[config.mk]
export PLATFORM = sky130hd
export DESIGN_NAME = ecal_pipe_ctrl
export DESIGN_NICKNAME = d
export VERILOG_FILES = /design/src/rtl/core/ecal_pkg.sv /design/src/rtl/core/ecal_pipe_ctrl.sv
export SDC_FILE = /design/constraint.sdc
export NUM_CORES = 1
export LEC_CHECK = 0
export ABC_AREA = 1
export BUFFER_PORTS_ARGS = -buffer_cell sky130_fd_sc_hd__buf_2
export CAP_MARGIN = 15
export CORE_AREA = 3 3 40 42
export CTS_BUF_LIST = sky130_fd_sc_hd__clkbuf_16
export DETAILED_ROUTE_END_ITERATION = 8
export DIE_AREA = 0 0 43 45
export GPL_TIMING_DRIVEN = 0
export PLACE_DENSITY_LB_ADDON = 0.3
export SLEW_MARGIN = 10
export SYNTH_ARGS = -nofsm -noshare
export SYNTH_HDL_FRONTEND = slang
export SYNTH_SLANG_ARGS = --single-unit
[constraint.sdc]
create_clock -name clk -period 1.7 [get_ports clk]
set_input_delay 0.17 -clock clk [delete_from_list [all_inputs] [get_ports clk]]
set_output_delay 0.17 -clock clk [all_outputs]
set_load 0.005 [all_outputs]
[src/rtl/core/ecal_pkg.sv]
// ecal_pkg: shared widths, reciprocal constants, types and the month table
// for the epoch-seconds to calendar converter. No dependencies.
`timescale 1ns / 1ps

package ecal_pkg;

	// payload field widths
	localparam int EPOCH_W = 40;
	localparam int YEAR_W  = 15;
	localparam int MONTH_W = 4;
	localparam int DOM_W   = 5;
	localparam int HOUR_W  = 5;
	localparam int MIN_W   = 6;
	localparam int SEC_W   = 6;

	// pipeline depth, input register to output register
	localparam int NUM_STAGES = 11;

	// seconds to days: 86400 = 2^7 * 675
	localparam int SECS_PER_DAY = 86400;
	localparam int DAY_SHIFT    = 7;
	localparam int DAY_ODD      = SECS_PER_DAY >> DAY_SHIFT;
	localparam int K_DAY        = 42;
	localparam logic [32:0] M_DAY =
		33'(((64'd1 << K_DAY) + 64'(DAY_ODD) - 64'd1) / 64'(DAY_ODD));

	// days from 0000-03-01 to 1970-01-01
	localparam logic [22:0] DAYS_TO_EPOCH = 23'd719468;

	// 400-year era
	localparam int ERA_DAYS      = 146097;
	localparam int ERA_LAST_DAY  = 146096;
	localparam int YEARS_PER_ERA = 400;
	localparam int K_ERA         = 41;
	localparam logic [23:0] M_ERA =
		24'(((64'd1 << K_ERA) + 64'(ERA_DAYS) - 64'd1) / 64'(ERA_DAYS));

	// time of day
	localparam int SECS_PER_HOUR = 3600;
	localparam int K_HOUR        = 29;
	localparam logic [17:0] M_HOUR =
		18'(((64'd1 << K_HOUR) + 64'(SECS_PER_HOUR) - 64'd1) / 64'(SECS_PER_HOUR));
	localparam int SECS_PER_MIN = 60;
	localparam int K_MIN        = 18;
	localparam logic [12:0] M_MIN =
		13'(((64'd1 << K_MIN) + 64'(SECS_PER_MIN) - 64'd1) / 64'(SECS_PER_MIN));

	// year of era corrections
	localparam int DAYS_4Y_M1 = 1460;
	localparam int K_4Y       = 29;
	localparam logic [18:0] M_4Y =
		19'(((64'd1 << K_4Y) + 64'(DAYS_4Y_M1) - 64'd1) / 64'(DAYS_4Y_M1));
	localparam int DAYS_100Y_M1 = 36524;
	localparam int K_100Y       = 34;
	localparam logic [18:0] M_100Y =
		19'(((64'd1 << K_100Y) + 64'(DAYS_100Y_M1) - 64'd1) / 64'(DAYS_100Y_M1));
	localparam int DAYS_PER_YEAR = 365;
	localparam int K_YEAR        = 27;
	localparam logic [18:0] M_YEAR =
		19'(((64'd1 << K_YEAR) + 64'(DAYS_PER_YEAR) - 64'd1) / 64'(DAYS_PER_YEAR));
	localparam int YEARS_PER_CENT = 100;
	localparam int K_CENT         = 16;
	localparam logic [9:0] M_CENT =
		10'(((64'd1 << K_CENT) + 64'(YEARS_PER_CENT) - 64'd1) / 64'(YEARS_PER_CENT));

	// month from day of shifted year
	localparam int FIVE_MONTH_DAYS = 153;
	localparam int K_MSHIFT        = 19;
	localparam logic [11:0] M_MSHIFT =
		12'(((64'd1 << K_MSHIFT) + 64'(FIVE_MONTH_DAYS) - 64'd1) / 64'(FIVE_MONTH_DAYS));

	// shifted month index of january, month numbers
	localparam logic [3:0] JAN_SHIFTED  = 4'd10;
	localparam logic [3:0] MARCH_OFFSET = 4'd3;
	localparam logic [3:0] JAN_OFFSET   = 4'd9;
	localparam logic [3:0] MONTH_FEB    = 4'd2;

	// stage load enables plus handshake controls
	typedef struct packed {
		logic [NUM_STAGES-1:0] load;
		logic                  in_ready;
		logic                  out_valid;
	} ecal_ctrl_t;

	// time of day travelling down the pipe
	typedef struct packed {
		logic [HOUR_W-1:0] hour;
		logic [MIN_W-1:0]  minute;
		logic [SEC_W-1:0]  second;
	} ecal_tod_t;

	// first day of each shifted month (march is index 0)
	function automatic logic [8:0] month_start(input logic [3:0] ms);
		logic [8:0] r;
		case (ms)
			4'd0:    r = 9'd0;
			4'd1:    r = 9'd31;
			4'd2:    r = 9'd61;
			4'd3:    r = 9'd92;
			4'd4:    r = 9'd122;
			4'd5:    r = 9'd153;
			4'd6:    r = 9'd184;
			4'd7:    r = 9'd214;
			4'd8:    r = 9'd245;
			4'd9:    r = 9'd275;
			4'd10:   r = 9'd306;
			4'd11:   r = 9'd337;
			default: r = 9'd0;
		endcase
		return r;
	endfunction

endpackage

[src/rtl/core/ecal_pipe_ctrl.sv]
// ecal_pipe_ctrl: per-stage valid bits and load enables for the converter pipe.
// Bubbles collapse; stalls hold full stages with no gap ahead. Uses ecal_pkg.
`timescale 1ns / 1ps

module ecal_pipe_ctrl (
	input  logic               clk,
	input  logic               arst_n,
	input  logic               in_valid,
	input  logic               out_ready,
	output ecal_pkg::ecal_ctrl_t ctrl
);
	import ecal_pkg::*;

	logic [NUM_STAGES-1:0] vld_q;
	logic [NUM_STAGES-1:0] rdy;
	logic [NUM_STAGES-1:0] vld_nxt;

	// a stage may load unless it and every stage after it are full and stalled
	always_comb begin
		logic full;
		full = 1'b1;
		for (int i = 0; i < NUM_STAGES; i++) begin
			full = 1'b1;
			for (int j = i; j < NUM_STAGES; j++) begin
				full = full & vld_q[j];
			end
			rdy[i] = out_ready | ~full;
		end
	end

	assign vld_nxt = {vld_q[NUM_STAGES-2:0], in_valid};

	// valid bits move with the data
	always_ff @(posedge clk or negedge arst_n) begin
		if (!arst_n) begin
			vld_q <= '0;
		end else begin
			for (int i = 0; i < NUM_STAGES; i++) begin
				if (rdy[i]) begin
					vld_q[i] <= vld_nxt[i];
				end
			end
		end
	end

	assign ctrl.load      = rdy;
	assign ctrl.in_ready  = rdy[0];
	assign ctrl.out_valid = vld_q[NUM_STAGES-1];

endmodule

==> flow_metrics.env, run 1 <==
export IMPL_grt_max_degree=12
export IMPL_cp_arrival_ps=1440
export IMPL_die_h_um=45
export IMPL_placed_cells=78
export IMPL_r2r_slack_ps=440
export IMPL_setup_tns_ps=0
export IMPL_clk_latency_ps=230
export IMPL_p_int_mw=0.787
export IMPL_switchingPower_mw=0.298
export IMPL_post_route_min_period_ps=1610
export IMPL_setup_worst_path_end_class="primary output"
export IMPL_period_share=0.949
export IMPL_largest_register_ffs=11
export IMPL_pwr_share_comb=0.280
export IMPL_tightest_slew_ps=240
export IMPL_grt_pass1_vias=366
export IMPL_ant_nets=0
export IMPL_relSlewSlack=0.840
export IMPL_pwr_share_seq=0.344
export IMPL_max_freq_mhz=620
export IMPL_htree_levels=1
export IMPL_tritoncts="done"
export IMPL_cts_buffers=3
export IMPL_wl_um=889
export IMPL_wl_per_cell_um=9.99
export IMPL_seq_area_frac_synth=0.560
export IMPL_r2r_worst_path_cells=6
export IMPL_grt_usage=0.110
export IMPL_rows=13
export IMPL_cp_top_family="simple AND/OR/NAND/NOR gates"
export IMPL_first_pass_iters=4
export IMPL_portBuffers=16
export IMPL_use_met1=0.123
export IMPL_min_to="vld_q[0]$_DFFE_PN0P_"
export IMPL_die_w_um=43
export IMPL_setup_viol=0
export IMPL_skew_ps=1.60
export IMPL_cp_startpoint="vld_q[10]$_DFFE_PN0P_"
export IMPL_dieArea_um2=1940
export IMPL_synth_area_per_cell_um2=10.5
export IMPL_reg2reg_to="vld_q[5]$_DFFE_PN0P_"
export IMPL_report_final_slew_viol_count=0
export IMPL_synth_fp_nets=51
export IMPL_met2_usage=0.171
export IMPL_hold_class="input pin to register"
export IMPL_power_leakage_nw=0.376
export IMPL_holdPathStages=3
export IMPL_cpPeakStageDelay_ps=390
export IMPL_core_um2=1280
export IMPL_vias=391
export IMPL_antenna_found_initial=0
export IMPL_ys_types=11
export IMPL_cts_path_max_buffers=2
export IMPL_use_met3=0.0359
export IMPL_io_pins=17
export IMPL_slowest_stage="dfrtp_1"
export IMPL_drtIter0Drc=3
export IMPL_pwr_share_clk=0.376
export IMPL_synth_seq_cells=11
export IMPL_yosysTopAreaCell="dfrtp_1"
export IMPL_synth_warnings=0
export IMPL_grt_pass1_wl_um=1480
export IMPL_fin_util=0.574
export IMPL_ir_drop_mv=0.631
export IMPL_synth_top_area_share=0.560
export IMPL_synth_area_um2=492
export IMPL_hold_path_startpoint="in_valid"
export IMPL_path_buf_inv=2
export IMPL_drc=0
export IMPL_nets=79
export IMPL_top_register="vld_q"
export IMPL_max_cap_violations=0
export IMPL_initial_core_util=0.383
export IMPL_place_gp_congestion=0.653
export IMPL_grt_overflow=0
export IMPL_largest_registers="vld_q: 11 flops"
export IMPL_drive_gt1_frac=0.486
export IMPL_switching_share=0.274
export IMPL_worstSetupPathType="register to primary output"
export IMPL_crit_fanout=4
export IMPL_syn2layout_area_growth_pct=49.9
export IMPL_busiest_layer="met2"
export IMPL_avgViaCountPerCell=4.39
export IMPL_dpl_hpwl_um=656
export IMPL_antenna_cells=0
export IMPL_outcome="completed"
export IMPL_cts_sinks=11
export IMPL_pwr_density_cell_nw_per_um2=1470
export IMPL_r2r_start="vld_q[10]$_DFFE_PN0P_"
export IMPL_cts_reportedPaths_clkPinSlew_ps=40
export IMPL_crit_chain="nand4_4 -> nor2_4 -> nand4_4 -> nor2_4 -> buf_6 -> nand3_2 -> buf_2"
export IMPL_syn_instance_count=47
export IMPL_n_fill_cell=119
export IMPL_netlist_top_cells_area="dfrtp_1, inv_1, nand4_4, nand2_1, nor2_4"
export IMPL_start_kind="register"
export IMPL_cp_required_ps=1530
export IMPL_cts_root_buf="clkbuf_16"
export IMPL_stdcell_count=89
export IMPL_hold_violations=0
worst max path at each step:
stage                          to  slack [ps]  cells past startpoint
after global placement    ctrl[2]         190                      7
after detailed placement  ctrl[2]         160                      7
after CTS                 ctrl[2]           3                      7
final                     ctrl[3]          90                      7
after floorplan           ctrl[2]         340                      6
after global routing      ctrl[4]          -3                      7
kinds of logic after synthesis:
group	share of synthesized area
AND/OR/NAND/NOR	0.318
buffers and inverters	0.122
flip-flops	0.560
power by group through the flow:
stage / clock [mW] / combinational [mW] / sequential (mW)
after floorplan: 0 / 0.158 / 0.369
after global placement: 0 / 0.232 / 0.375
after detailed placement: 0 / 0.240 / 0.377
after CTS: 0.418 / 0.287 / 0.373
after global routing: 0.433 / 0.336 / 0.381
final: 0.408 / 0.304 / 0.374
routing by layer:
layer | vias up | wire length, µm
met5 | - | 0
met4 | 0 | 10
met3 | 2 | 71
met2 | 13 | 453
met1 | 183 | 354
li1 | 193 | -
per-stage QoR:
stage / instance area (µm²) / hold slack, ps / setup slack [ps] / total power [mW]
4_1_cts: 717 / 117 / 2.60 / 1.08
5_1_grt: 737 / 148 / -2.56 / 1.15
3_5_place_dp: 591 / 47.2 / 162 / 0.618
6_report: 737 / 119 / 87.4 / 1.09
2_1_floorplan: 492 / -126 / 338 / 0.527
3_3_place_gp: 591 / 47.2 / 195 / 0.608
cells in the mapped netlist:
library cell,n
inv_1,12
dfrtp_1,11
nand2_1,11
or2_2,3
buf_4,2
nand4_4,2
nor2_4,2
nand3_1,1
nand3_2,1
nand4_2,1
nor2_1,1
layout by cell type (no fill, tap or decap):
cell	count
buf_4	7
nand3_1	1
clkbuf_16	3
inv_1	13
or2_2	3
buf_6	1
buf_2	16
nand2_1	11
nand4_4	3
nand3_2	1
nor2_1	1
nor2_4	2
dlygate4sd3_1	1
dfrtp_1	11
final cells by class:
class                   count  area, µm²  area share
plain buffers               1       7.51      0.0102
clock buffers               3       75.1       0.102
clock inverters             1       3.75     0.00509
inverters                  12       45.0      0.0611
multi-input cells          22        165       0.224
flip-flops and latches     11        275       0.374
well taps                  15       18.8      0.0255
repair buffers             24        146       0.199
repair_timing:
item                       CTS  global route
hold endpoints to repair    11             0
hold buffers                 1             0
buffers inserted             5             2
resized for setup            0             2
pin swaps                    3             3
setup endpoints to repair    1             4
worst min-delay path: stages:
cell     delay (ps)
buf_2            70
inv_1            30
nand2_1          50
(Power assumes the default switching activity.)
==> run 2: changes to the inputs <==
==> constraint.sdc (replaced) <==
create_clock -name clk -period 1.7 [get_ports clk]
set_input_delay 0.085 -clock clk [delete_from_list [all_inputs] [get_ports clk]]
set_output_delay 0.085 -clock clk [all_outputs]
set_load 0.005 [all_outputs]
==> run 2 against run 1 <==
Compared with the run above:
- global-route usage decreased by 1.1 points
- setup slack improved by 0.83 ps
- critical path depth unchanged
- total power decreased by 3.3%
- sequential power about the same
- via count decreased by 6.1%
- cell area decreased by 3.7%
- register-to-register slack got worse by 30 ps
==> flow_metrics.env, run 2 (synthesized netlist as in run 1, its figures left out) <==
export IMPL_setup_worst_path_end_class="primary output"
export IMPL_pwr_share_comb=0.253
export IMPL_grt_overflow=0
export IMPL_layout_commonest_cell="buf_2"
export IMPL_worstSetupPathType="register to primary output"
export IMPL_stdcell_count=85
export IMPL_post_route_min_period_ps=1610
export IMPL_tritoncts="done"
export IMPL_rows=13
export IMPL_cts_buffers=3
export IMPL_r2r_slack_ps=410
export IMPL_period_share=0.948
export IMPL_portBuffers=16
export IMPL_grt_pass1_vias=322
export IMPL_report_final_slew_viol_count=0
export IMPL_cp_required_ps=1620
export IMPL_cts_sinks=11
export IMPL_grt_max_degree=12
export IMPL_hold_class="input pin to register"
export IMPL_vias=367
export IMPL_hold_violations=0
export IMPL_switchingPower_mw=0.291
export IMPL_grt_pass1_wl_um=1300
export IMPL_pwr_share_seq=0.358
export IMPL_cp_arrival_ps=1530
export IMPL_clk_latency_ps=230
export IMPL_ir_drop_mv=0.626
export IMPL_nets=75
export IMPL_pwr_density_cell_nw_per_um2=1480
export IMPL_ant_nets=0
export IMPL_n_fill_cell=116
export IMPL_placed_cells=78
export IMPL_first_pass_iters=4
export IMPL_max_freq_mhz=620
export IMPL_top_register="vld_q"
export IMPL_setup_viol=0
export IMPL_grt_usage=0.0989
export IMPL_final_cell_mix="buf_2, inv_1, dfrtp_1"
export IMPL_skew_ps=1.89
export IMPL_core_um2=1280
export IMPL_wl_um=866
export IMPL_drive_gt1_frac=0.471
export IMPL_p_int_mw=0.758
export IMPL_dieArea_um2=1940
export IMPL_register_area_um2=275
export IMPL_cts_root_buf="clkbuf_16"
export IMPL_dpl_cell_area_um2=591
export IMPL_hold_worst_slack_ps=34.0
export IMPL_relSlewSlack=0.840
export IMPL_die_w_um=43
export IMPL_die_h_um=45
export IMPL_multi_input_area_um2=168
export IMPL_switching_share=0.277
export IMPL_max_cap_violations=0
export IMPL_outcome="completed"
export IMPL_avgViaCountPerCell=4.32
export IMPL_pwr_share_clk=0.389
export IMPL_power_leakage_nw=0.358
export IMPL_htree_levels=1
export IMPL_tightest_slew_ps=241
export IMPL_initial_core_util=0.383
export IMPL_drtIter0Drc=4
export IMPL_fin_area_um2=709
export IMPL_wl_per_cell_um=10.2
export IMPL_place_gp_congestion=0.653
export IMPL_largest_registers="vld_q: 11 flops"
export IMPL_cts_path_max_buffers=2
export IMPL_antenna_cells=0
export IMPL_dpl_hpwl_um=656
export IMPL_largest_register_ffs=11
export IMPL_syn2layout_area_growth_pct=44.3
export IMPL_cts_reportedPaths_clkPinSlew_ps=40
export IMPL_antenna_found_initial=0
export IMPL_crit_fanout=4
export IMPL_drc=0
export IMPL_fin_util=0.552
export IMPL_io_pins=17
export IMPL_start_kind="register"
## run 2: changes by cell type in the layout (fill, tap and decap cells not counted)
cell | before | now
nand2_2 | 0 | 1
nand2_1 | 11 | 10
buf_4 | 7 | 3
## run 2: per-stage QoR
step / total power, mW / setup TNS (ps) / worst slack [ps]
detailed placement: 0.618 / 0 / 247
CTS: 1.04 / 0 / 11.5
global placement: 0.608 / 0 / 280
finish: 1.05 / 0 / 88.2
global route: 1.11 / -16.1 / -16.1
floorplan: 0.527 / 0 / 423
## run 2: repair_timing
action,4_1_cts,5_1_grt
hold endpoints to repair,11,0
pin swaps,0,3
buffers inserted,1,2
endpoints found under the setup margin,1,1
gates resized for setup,0,3
hold buffers,1,0
gates cloned,0,0
## run 2: worst max-delay path, cell delays in order (launching register included)
cell and delay (ps):
dfrtp_1 400, nand4_4 110, nor2_4 170, nand4_4 110, nor2_4 190, buf_6 130
nand2_2 40, buf_2 130
## run 2: layout make-up
type | instances | area share
Clock buffer | 3 | 0.106
Tap cell | 15 | 0.0265
Multi-Input combinational cell | 22 | 0.236
Clock inverter | 1 | 0.00529
Timing Repair Buffer | 20 | 0.164
Sequential cell | 11 | 0.388
Buffer | 1 | 0.0106
Inverter | 12 | 0.0635
## run 2: final timing paths
kind	from	to	cells past startpoint
min in group asynchronous	arst_n	vld_q[9]$_DFFE_PN0P_	2
max in group asynchronous	arst_n	vld_q[3]$_DFFE_PN0P_	2
min	in_valid	vld_q[0]$_DFFE_PN0P_	3
min reg2reg	vld_q[3]$_DFFE_PN0P_	vld_q[4]$_DFFE_PN0P_	2
max	vld_q[9]$_DFFE_PN0P_	ctrl[4]	7
max reg2reg	vld_q[9]$_DFFE_PN0P_	vld_q[2]$_DFFE_PN0P_	7
## run 2: per-layer routing
metal	wire length [µm]	part of all wire	global-route usage	vias up
li1	-	-	-	184
met1	344	0.40	0.111	168
met2	441	0.51	0.147	13
met3	71	0.082	0.0359	2
met4	10	0.012	0.0904	0
met5	0	0	0	-
## run 2: power groups by stage
stage | combinational [mW] | sequential [mW] | clock (mW)
after CTS | 0.248 | 0.374 | 0.418
after detailed placement | 0.240 | 0.377 | 0
final | 0.265 | 0.375 | 0.409
after global placement | 0.232 | 0.375 | 0
after floorplan | 0.158 | 0.369 | 0
after global routing | 0.297 | 0.383 | 0.433
==> run 3: changes to the inputs <==
--- a/config.mk
+++ b/config.mk
@@ -8,12 +8,16 @@
 export ABC_AREA = 1
 export BUFFER_PORTS_ARGS = -buffer_cell sky130_fd_sc_hd__buf_2
 export CAP_MARGIN = 15
-export CORE_AREA = 3 3 40 42
+export CELL_PAD_IN_SITES_DETAIL_PLACEMENT = 2
+export CELL_PAD_IN_SITES_GLOBAL_PLACEMENT = 2
+export CORE_ASPECT_RATIO = 0.9
+export CORE_MARGIN = 3
+export CORE_UTILIZATION = 27
 export CTS_BUF_LIST = sky130_fd_sc_hd__clkbuf_16
 export DETAILED_ROUTE_END_ITERATION = 8
-export DIE_AREA = 0 0 43 45
 export GPL_TIMING_DRIVEN = 0
 export PLACE_DENSITY_LB_ADDON = 0.3
+export SKIP_LAST_GASP = 1
 export SLEW_MARGIN = 10
 export SYNTH_ARGS = -nofsm -noshare
 export SYNTH_HDL_FRONTEND = slang
==> run 3 against run 2 <==
Compared with the run above:
- via count rose by 5.2%
- non-clock buffer count rose by 3
- total power is 4.1% higher
- combinational power rose by 11%
- cell area increased by 2.3%
- core utilization fell by 9.2 points
- worst hold slack better by 3.2 ps
- cell count up 12%
- die area increased by 22%
- first-iteration DRC count decreased by 100%
==> flow_metrics.env, run 3 (synthesized netlist as in run 1, its figures left out) <==
export IMPL_grt_overflow=0
export IMPL_power_leakage_nw=0.369
export IMPL_crit_fanout=4
export IMPL_nets=78
export IMPL_dpl_hpwl_um=767
export IMPL_cpPeakStageDelay_ps=400
export IMPL_rows=13
export IMPL_htree_levels=1
export IMPL_drtIter0Drc=0
export IMPL_p_total_mw=1.09
export IMPL_outcome="completed"
export IMPL_ant_nets=0
export IMPL_min_to="vld_q[0]$_DFFE_PN0P_"
export IMPL_cp_arrival_ps=1550
export IMPL_placed_cells=85
export IMPL_die_h_um=46.5
export IMPL_cts_sinks=11
export IMPL_setup_viol=0
export IMPL_post_cts_resized=0
export IMPL_io_pins=17
export IMPL_grt_usage=0.119
export IMPL_antenna_found_initial=0
export IMPL_drive_gt1_frac=0.479
export IMPL_hold_violations=0
export IMPL_r2r_start="vld_q[9]$_DFFE_PN0P_"
export IMPL_dieArea_um2=2370
export IMPL_crit_chain="nand4_4 -> nor2_4 -> nand4_4 -> nor2_4 -> buf_4 -> nand3_2 -> buf_2"
export IMPL_cts_reportedPaths_clkPinSlew_ps=40
export IMPL_cts_buffers=3
export IMPL_drc=0
export IMPL_rsz0062_at_grt="yes"
export IMPL_post_route_min_period_ps=1630
export IMPL_core_um2=1580
export IMPL_setup_worst_path_end_class="primary output"
export IMPL_r2r_worst_path_cells=7
export IMPL_worstSetupPathType="register to primary output"
export IMPL_largest_register_ffs=11
export IMPL_avgViaCountPerCell=4.06
export IMPL_largest_registers="vld_q: 11 flops"
export IMPL_slowest_stage="dfrtp_1"
export IMPL_portBuffers=16
export IMPL_period_share=0.959
export IMPL_pre_cts_ws_ps=253
export IMPL_die_w_um=51.0
export IMPL_cts_path_max_buffers=2
export IMPL_final_cell_mix="buf_2, inv_1, nand2_1, dfrtp_1, buf_4"
export IMPL_grt_pass1_vias=438
export IMPL_initial_core_util=0.312
export IMPL_top_register="vld_q"
export IMPL_cts_root_buf="clkbuf_16"
export IMPL_tritoncts="done"
export IMPL_stdcell_count=95
export IMPL_pwr_density_cell_nw_per_um2=1500
export IMPL_clk_latency_ps=230
export IMPL_max_cap_violations=0
export IMPL_r2r_slack_ps=400
export IMPL_hold_class="input pin to register"
export IMPL_syn2layout_area_growth_pct=47.6
export IMPL_setup_ws_ps=69.6
export IMPL_grt_max_degree=12
export IMPL_wl_um=1240
export IMPL_vias=386
export IMPL_ir_drop_mv=0.990
export IMPL_relSlewSlack=0.824
export IMPL_report_final_slew_viol_count=0
export IMPL_reg2reg_to="vld_q[1]$_DFFE_PN0P_"
export IMPL_grt_pass1_wl_um=1970
export IMPL_fin_util=0.460
export IMPL_first_pass_iters=1
export IMPL_antenna_cells=0
export IMPL_place_gp_congestion=0.620
export IMPL_holdPathStages=3
export IMPL_layout_commonest_cell="buf_2"
export IMPL_cp_required_ps=1620
export IMPL_start_kind="register"
export IMPL_skew_ps=1.88
export IMPL_max_freq_mhz=613
export IMPL_wl_per_cell_um=13.1
export IMPL_tightest_slew_ps=264
export IMPL_hold_path_startpoint="in_valid"
## run 3: changes by cell type in the layout (fill, tap and decap cells not counted)
cell and delta:
nand4_4 -1, buf_4 +4, nand2_2 -1, nand2_1 +1, buf_6 -1, nand4_2 +1
## run 3: critical path, delay by kind of cell, from the launching register on
kind,cells,cell delay [ps]
DFF,1,400
buffers and inverters,2,260
and+or+nand+nor,5,650
## run 3: how the worst max path moves through the flow
stage                                from       to  slack (ps)  cells after the start
global route         vld_q[9]$_DFFE_PN0P_  ctrl[4]         -40                      7
floorplan           vld_q[10]$_DFFE_PN0P_  ctrl[2]         420                      6
detailed placement  vld_q[10]$_DFFE_PN0P_  ctrl[2]         250                      7
finish               vld_q[9]$_DFFE_PN0P_  ctrl[3]          70                      7
global placement    vld_q[10]$_DFFE_PN0P_  ctrl[2]         260                      7
CTS                  vld_q[9]$_DFFE_PN0P_  ctrl[2]           4                      7
## run 3: timing repair
item / in CTS / in global routing
endpoints found under the setup margin: 1 / 1
hold endpoints to repair: 11 / 0
hold buffers: 1 / 0
buffers inserted: 1 / 5
cloned: 0 / 0
pin swaps: 0 / 3
## run 3: final cells by class
class | count | area (µm²)
Fill cell | 179 | 852
Clock buffer | 3 | 75.1
Timing Repair Buffer | 23 | 135
Inverter | 12 | 45.0
Sequential cell | 11 | 275
Multi-Input combinational cell | 22 | 156
Clock inverter | 1 | 3.75
Buffer | 1 | 7.51
Tap cell | 22 | 27.5
## run 3: through the flow
step           area (µm²)  hold WS [ps]  TNS, ps
3_3_place_gp          599         -32.0        0
6_report              726          37.2        0
3_5_place_dp          599         -31.6        0
2_1_floorplan         492          -211        0
4_1_cts               696          39.1        0
5_1_grt               726          62.1    -81.0
## run 3: routing by layer
| metal | track usage | share of wire |
|---|---|---|
| met5 | 0 | 0 |
| met3 | 0.0291 | 0.043 |
| met1 | 0.125 | 0.39 |
| met2 | 0.221 | 0.54 |
| met4 | 0.0645 | 0.018 |
## run 3: report_power, final
part | total, mW | internal, mW | switching, mW
clock network | 0.423 | 0.309 | 0.115
logic | 0.295 | 0.144 | 0.151
registers | 0.374 | 0.321 | 0.0532
